File: src/design/sst_pkg.sv
package sst_pkg;

	localparam int DATA_W  = 32;
	localparam int FUNC_W  = 2;
	localparam int COUNT_W = 5;

	// request codes; the unused code behaves as a lookup
	localparam logic [FUNC_W-1:0] FUNC_INSERT = 2'd0;
	localparam logic [FUNC_W-1:0] FUNC_REMOVE = 2'd1;
	localparam logic [FUNC_W-1:0] FUNC_LOOKUP = 2'd2;

	localparam logic STATUS_OK   = 1'b0;
	localparam logic STATUS_FULL = 1'b1;

endpackage

File: src/design/sst_store.sv
module sst_store
	import sst_pkg::*;
#(
	parameter int CAPACITY = 16,
	parameter int IW       = (CAPACITY > 1) ? $clog2(CAPACITY) : 1
) (
	input  logic              clk,
	input  logic              re,
	input  logic [IW-1:0]     raddr,
	input  logic              we,
	input  logic [IW-1:0]     waddr,
	input  logic [DATA_W-1:0] wdata,
	input  logic [DATA_W-1:0] key,
	output logic [DATA_W-1:0] rdata,
	output logic              hit
);

	logic [DATA_W-1:0] mem [CAPACITY];
	logic [DATA_W-1:0] rdata_q;

	always_ff @(posedge clk) begin
		if (we) begin
			mem[waddr] <= wdata;
		end
		if (re) begin
			rdata_q <= mem[raddr];
		end
	end

	// single shared comparator against the request key
	assign rdata = rdata_q;
	assign hit   = (rdata_q == key);

endmodule

File: src/design/small_set_table.sv
// small_set_table: a dense set of distinct 32-bit values held in a table
// of CAPACITY entries.
//
// Input channel (in_valid / in_ready, func, value): one beat is one request.
// func selects insert, remove or lookup; the unused code acts as a lookup.
// Output channel (out_valid / out_ready, present, count, status): one beat
// per request, giving prior membership, the count afterwards and a status
// (full-table inserts are dropped and flagged).
//
// Timing: one request at a time. A single comparator walks the table one
// entry per cycle through a registered memory read, and a remove then
// shifts each entry after the match down one place before the result.
// in_ready is high only while no request is in flight.
//
// Reset clears the count and the sequencer; the table contents are not
// cleared and are never read beyond the count. When the receiver stalls,
// hold the result on the output and take no new request until the beat
// leaves.
module small_set_table
	import sst_pkg::*;
#(
	parameter int CAPACITY = 16
) (
	input  logic                clk,
	input  logic                arst_n,
	input  logic                in_valid,
	output logic                in_ready,
	input  logic [FUNC_W-1:0]   func,
	input  logic signed [DATA_W-1:0] value,
	output logic                out_valid,
	input  logic                out_ready,
	output logic                present,
	output logic [COUNT_W-1:0]  count,
	output logic                status
);

	localparam int IW = (CAPACITY > 1) ? $clog2(CAPACITY) : 1;
	localparam int CW = $clog2(CAPACITY + 1);
	localparam logic [CW-1:0] CAP_C = CW'(CAPACITY);

	typedef enum logic [1:0] {
		ST_IDLE,
		ST_SCAN,
		ST_SHIFT,
		ST_DONE
	} state_t;

	state_t            state_q;
	logic [FUNC_W-1:0] func_q;
	logic [DATA_W-1:0] value_q;
	logic [CW-1:0]     cnt_q;
	logic [CW-1:0]     ptr_q;
	logic              rd_vld_q;
	logic [IW-1:0]     cmp_idx_q;
	logic              present_q;
	logic              status_q;

	logic              mem_re;
	logic [IW-1:0]     mem_ra;
	logic              mem_we;
	logic [IW-1:0]     mem_wa;
	logic [DATA_W-1:0] mem_wd;
	logic [DATA_W-1:0] rdata;
	logic              hit;

	logic              more;
	logic              found;
	logic              not_found;
	logic              has_room;

	sst_store #(
		.CAPACITY(CAPACITY),
		.IW      (IW)
	) u_store (
		.clk  (clk),
		.re   (mem_re),
		.raddr(mem_ra),
		.we   (mem_we),
		.waddr(mem_wa),
		.wdata(mem_wd),
		.key  (value_q),
		.rdata(rdata),
		.hit  (hit)
	);

	// entries left to read; a match needs the read data to be current
	assign more      = (ptr_q < cnt_q);
	assign found     = rd_vld_q && hit;
	assign not_found = !rd_vld_q && !more;
	assign has_room  = (cnt_q < CAP_C);

	always_comb begin
		mem_re = 1'b0;
		mem_ra = ptr_q[IW-1:0];
		mem_we = 1'b0;
		mem_wa = cmp_idx_q - IW'(1);
		mem_wd = rdata;
		case (state_q)
			ST_SCAN: begin
				if (!found && more) begin
					mem_re = 1'b1;
				end
				// append a new value just past the valid entries
				if (not_found && func_q == FUNC_INSERT && has_room) begin
					mem_we = 1'b1;
					mem_wa = cnt_q[IW-1:0];
					mem_wd = value_q;
				end
			end
			ST_SHIFT: begin
				// move each later entry down one place as it comes back
				mem_re = more;
				mem_we = rd_vld_q;
			end
			default: begin
			end
		endcase
	end

	always_ff @(posedge clk or negedge arst_n) begin
		if (!arst_n) begin
			state_q   <= ST_IDLE;
			cnt_q     <= '0;
			ptr_q     <= '0;
			rd_vld_q  <= 1'b0;
			cmp_idx_q <= '0;
			present_q <= 1'b0;
			status_q  <= STATUS_OK;
			func_q    <= FUNC_LOOKUP;
			value_q   <= '0;
		end else begin
			case (state_q)
				ST_IDLE: begin
					if (in_valid) begin
						func_q   <= func;
						value_q  <= value;
						ptr_q    <= '0;
						rd_vld_q <= 1'b0;
						state_q  <= ST_SCAN;
					end
				end
				ST_SCAN: begin
					// no read is issued on a match, so the read pipe drains here
					rd_vld_q <= mem_re;
					if (mem_re) begin
						ptr_q     <= ptr_q + CW'(1);
						cmp_idx_q <= ptr_q[IW-1:0];
					end
					if (found) begin
						present_q <= 1'b1;
						status_q  <= STATUS_OK;
						if (func_q == FUNC_REMOVE) begin
							// restart the walk just past the match
							ptr_q   <= CW'(cmp_idx_q) + CW'(1);
							state_q <= ST_SHIFT;
						end else begin
							state_q <= ST_DONE;
						end
					end else if (not_found) begin
						present_q <= 1'b0;
						if (func_q == FUNC_INSERT && !has_room) begin
							status_q <= STATUS_FULL;
						end else begin
							status_q <= STATUS_OK;
						end
						if (func_q == FUNC_INSERT && has_room) begin
							cnt_q <= cnt_q + CW'(1);
						end
						state_q <= ST_DONE;
					end
				end
				ST_SHIFT: begin
					rd_vld_q <= mem_re;
					if (mem_re) begin
						ptr_q     <= ptr_q + CW'(1);
						cmp_idx_q <= ptr_q[IW-1:0];
					end
					if (!rd_vld_q && !more) begin
						cnt_q   <= cnt_q - CW'(1);
						state_q <= ST_DONE;
					end
				end
				ST_DONE: begin
					if (out_ready) begin
						state_q <= ST_IDLE;
					end
				end
				default: begin
					state_q <= ST_IDLE;
				end
			endcase
		end
	end

	assign in_ready  = (state_q == ST_IDLE);
	assign out_valid = (state_q == ST_DONE);
	assign present   = present_q;
	assign count     = COUNT_W'(cnt_q);
	assign status    = status_q;

	// the count never exceeds the table size
	a_cnt_bound: assert property (@(posedge clk) disable iff (!arst_n)
		cnt_q <= CAP_C)
		else $error("entry count above capacity");

	// a dropped insert never reports the value as held
	a_full_absent: assert property (@(posedge clk) disable iff (!arst_n)
		out_valid && status == STATUS_FULL |-> !present)
		else $error("full flag on a held value");

	// the count only moves as a request finishes, by one step
	a_cnt_step: assert property (@(posedge clk) disable iff (!arst_n)
		!$stable(cnt_q) |-> state_q == ST_DONE &&
			(cnt_q == $past(cnt_q) + CW'(1) || cnt_q == $past(cnt_q) - CW'(1)))
		else $error("count changed outside a request");

	// the table is written only while a request is in flight
	a_we_busy: assert property (@(posedge clk) disable iff (!arst_n)
		mem_we |-> state_q == ST_SCAN || state_q == ST_SHIFT)
		else $error("table write while idle");

	// never ready for input with a result outstanding
	a_one_inflight: assert property (@(posedge clk) disable iff (!arst_n)
		!(in_ready && out_valid))
		else $error("input taken with result pending");

endmodule

File: config.mk
export PLATFORM = sky130hd
export DESIGN_NAME = small_set_table
export DESIGN_NICKNAME = d
export VERILOG_FILES = /design/src/design/sst_pkg.sv /design/src/design/sst_store.sv /design/src/design/small_set_table.sv
export SDC_FILE = /design/constraint.sdc
export NUM_CORES = 1
export LEC_CHECK = 0
export BUFFER_PORTS_ARGS = -buffer_cell sky130_fd_sc_hd__buf_2
export CAP_MARGIN = 0
export CORE_UTILIZATION = 45
export DETAILED_ROUTE_END_ITERATION = 12
export GPL_ROUTABILITY_DRIVEN = 0
export PLACE_DENSITY = 0.59
export SLEW_MARGIN = 10
export SYNTH_ARGS = -nofsm -noshare
export SYNTH_HDL_FRONTEND = slang
export SYNTH_SLANG_ARGS = --single-unit
File: constraint.sdc
create_clock -name clk -period 4.55 [get_ports clk]
set_clock_uncertainty 0.15 [all_clocks]
set_input_delay 0.455 -clock clk [delete_from_list [all_inputs] [get_ports clk]]
set_output_delay 0.455 -clock clk [all_outputs]
set_load 0.02 [all_outputs]
==> results_dict.tcl <==
set metrics [dict create \
    initial_utilization 0.459 \
    grt_pass1_wl_um 78100 \
    finalWirelength_um 52400 \
    clkPwrFrac 0.292 \
    worst_pin_slew_ns 0.929 \
    hpwlAfterDp_um 29500 \
    track_usage 0.202 \
    grt_pass1_vias 11600 \
    end_kind "register" \
    clkTransAtPathRegs_ns 0.06 \
    hold_path.class "in2reg" \
    min-delay-start "in_valid" \
    gr-total-overflow 0 \
    synth_nets 1157 \
    cts_buffer_depth 3 \
    fmax_mhz 253 \
    worstPathCellList "inv_1, ha_1, nand2_1, o21ai_1, a31oi_1, or4_2, o21ai_1, nand2_1, nor2_4, buf_4" \
    hold_path_depth 3 \
    comb_power_share 0.250 \
    vias 11400 \
    cts_root_buf "clkbuf_16" \
    criticalPathCategory "reg2reg" \
    io_pins 47 \
    outcome "finished clean" \
    stdcell_count 1966 \
    seq_area_um2 17700 \
    pwr-share-seq 0.458 \
    clk-insertion-delay-late_ns 0.64 \
    cp.required_ns 4.65 \
    maxSlewViolCount 0 \
    layout_commonest_cell "edfxtp_1" \
    postPlaceCellArea_um2 25200 \
    r2r_slack_ns 0.60 \
    timing.final.crit_share 0.868 \
    fin_crit_ns 3.95 \
    antenna_left 0 \
    vias_per_cell 5.80 \
    syn_inst 1103 \
    finalSetupViolations 0 \
    final_cell_mix "edfxtp_1, mux4_2, mux2_2" \
    use_met1 0.300 \
    drive_gt1_frac 0.341 \
    ir_drop_mv 0.366 \
    wire_per_inst_um 26.7 \
    grt_use_met3 0.0243 \
    post_cts_resized 0 \
    switchingPower_w 0.00496 \
    die_area_um2 53700 \
    num_rows 83 \
    ys.flop_type "edfxtp_1" \
    post_cts_buffers 0 \
    p_sw_frac 0.295 \
    drv_cap 0 \
    design_area_um2 27500 \
    postCtsHoldBufs 35 \
    synth_edf_count 544 \
    dr.pass1.iters 5 \
    finish.utilization 0.531 \
    whs_ns 0.121 \
    cts-buffers-inserted 61 \
    whs_endpoint "rd_vld_q" \
    grt_max_degree 133 \
    timing.setup.tns_ns 0 \
    ys_seq_area_frac 0.744 \
    p_per_area_nw_per_um2 611 \
    cts_tree "built" \
    syn_to_final_growth_pct 15.8 \
    rsz0062_at_grt "false" \
    cp_max_fo 22 \
    grt_busiest_layer "met2" \
    synth_area_um2 23700 \
    port_buffers 46 \
    insertedDiodeCount 0 \
    post-place-cells 1817 \
    syn_area_per_cell_um2 21.5 \
    core_um2 51700 \
    yosysWarnings 0 \
    internal_power_w 0.0118 \
    rr_worst_depth 10 \
    cp_slowest_cell "or4_2" \
    nets 1289 \
    synth_cell_types 50 \
    cts_max_level 2 \
    fillers 4003 \
    clock_sinks 597 \
    worstReg2RegEnd "u_store.mem[7][19]" \
    die_h_um 232 \
    use_met2 0.316 \
    hold_viol 0 \
    cp_data_arrival_time_ns 4.05 \
    drt_iter0_markers 1085 \
    ys_ff_latch 597 \
    reg2reg_from "count[1]" \
    grt_antenna_before_repair 0 \
    max-slew-margin-rel 0.381 \
    drc 0 \
    worst_path_largest_cell_delay_ns 0.73 \
    start_kind "register" \
    multi_input_area_um2 5930 \
    async_reset_ff_frac 0.0888 \
    cellLeakagePower_nw 8.80 \
    die_w_um 232 \
]
-- routing by layer --
metal | vias up | wire length (um)
met2 | 342 | 25100
li1 | 4848 | -
met1 | 6150 | 23600
met5 | - | 0
met3 | 72 | 2680
met4 | 0 | 1050
-- cells by family (layout without fill, tap and decap cells) --
family / count (synthesis) / after routing / synth area share
compound gates: 48 / 48 / 0.0133
xor+xnor: 41 / 41 / 0.0151
fa+ha+maj: 16 / 16 / 0.00875
buf+inv: 67 / 250 / 0.0116
flops: 597 / 597 / 0.744
mux: 229 / 229 / 0.184
simple gates: 105 / 105 / 0.0229
-- area by class of cell --
cell class	count	share of cell area
clock inverter	43	0.0153
timing repair buffer	121	0.0361
inverter	15	0.00205
clock buffer	71	0.0569
multi-input combinational	439	0.216
sequential	597	0.643
tap	680	0.0310
-- state kept, by name, indices dropped and copies added, names as in the netlist --
signal	count
func_q	2
cmp_idx_q	4
status	1
u_store.mem	512
count	5
u_store.rdata	32
state_q	2
present	1
rd_vld_q	1
ptr_q	5
value_q	32
-- cells in the mapped netlist (all sizes together), types with 6 or more instances --
cell type / number / area, um^2
nor3: 7 / 35.0
buf: 23 / 111
clkbuf: 29 / 109
nand2: 19 / 73.8
nand4: 9 / 56.3
nor2b: 6 / 37.5
o21ai: 13 / 65.1
xor2: 7 / 61.3
xnor2: 34 / 298
nand3: 7 / 40.0
inv: 15 / 56.3
a21oi: 9 / 45.0
edfxtp: 544 / 16300
ha: 15 / 188
mux4: 160 / 3600
dfrtp: 52 / 1300
mux2: 67 / 754
nor4: 10 / 68.8
nor2: 29 / 109
a31oi: 6 / 37.5
-- per-stage QoR --
step                total power (W)  setup WS (ns)
floorplan                    0.0106          0.251
global placement             0.0120          0.638
detailed placement           0.0121          0.598
CTS                          0.0170          0.594
global route                 0.0175          0.379
finish                       0.0168          0.600
-- power groups by stage --
stage | sequential [W] | combinational [W] | clock, W
floorplan | 0.00766 | 0.00289 | 0
global placement | 0.00777 | 0.00422 | 0
detailed placement | 0.00779 | 0.00429 | 0
CTS | 0.00768 | 0.00432 | 0.00502
global route | 0.00773 | 0.00457 | 0.00522
finish | 0.00768 | 0.00420 | 0.00491
-- critical path: cells and delay by family (launching register included) --
kind	cells	cell delay, ns
AND/OR/NAND/NOR	4	1.50
AO/OA/AOI/OAI	3	0.48
flip-flops	1	0.48
buffers and inverters	2	0.66
adder cells (fa/ha/maj)	1	0.32
-- worst max path at each step --
stage / slack [ns] / from / to / cells after the start
2_1_floorplan: 0.25 / count[1] / u_store.mem[0][0] / 10
3_3_place_gp: 0.64 / count[1] / u_store.mem[6][20] / 10
3_5_place_dp: 0.60 / count[1] / u_store.mem[7][15] / 10
4_1_cts: 0.59 / count[1] / u_store.mem[7][19] / 10
5_1_grt: 0.38 / count[1] / u_store.mem[7][19] / 10
6_report: 0.60 / count[1] / u_store.mem[7][19] / 10
Power figures use the tool's default switching activity.
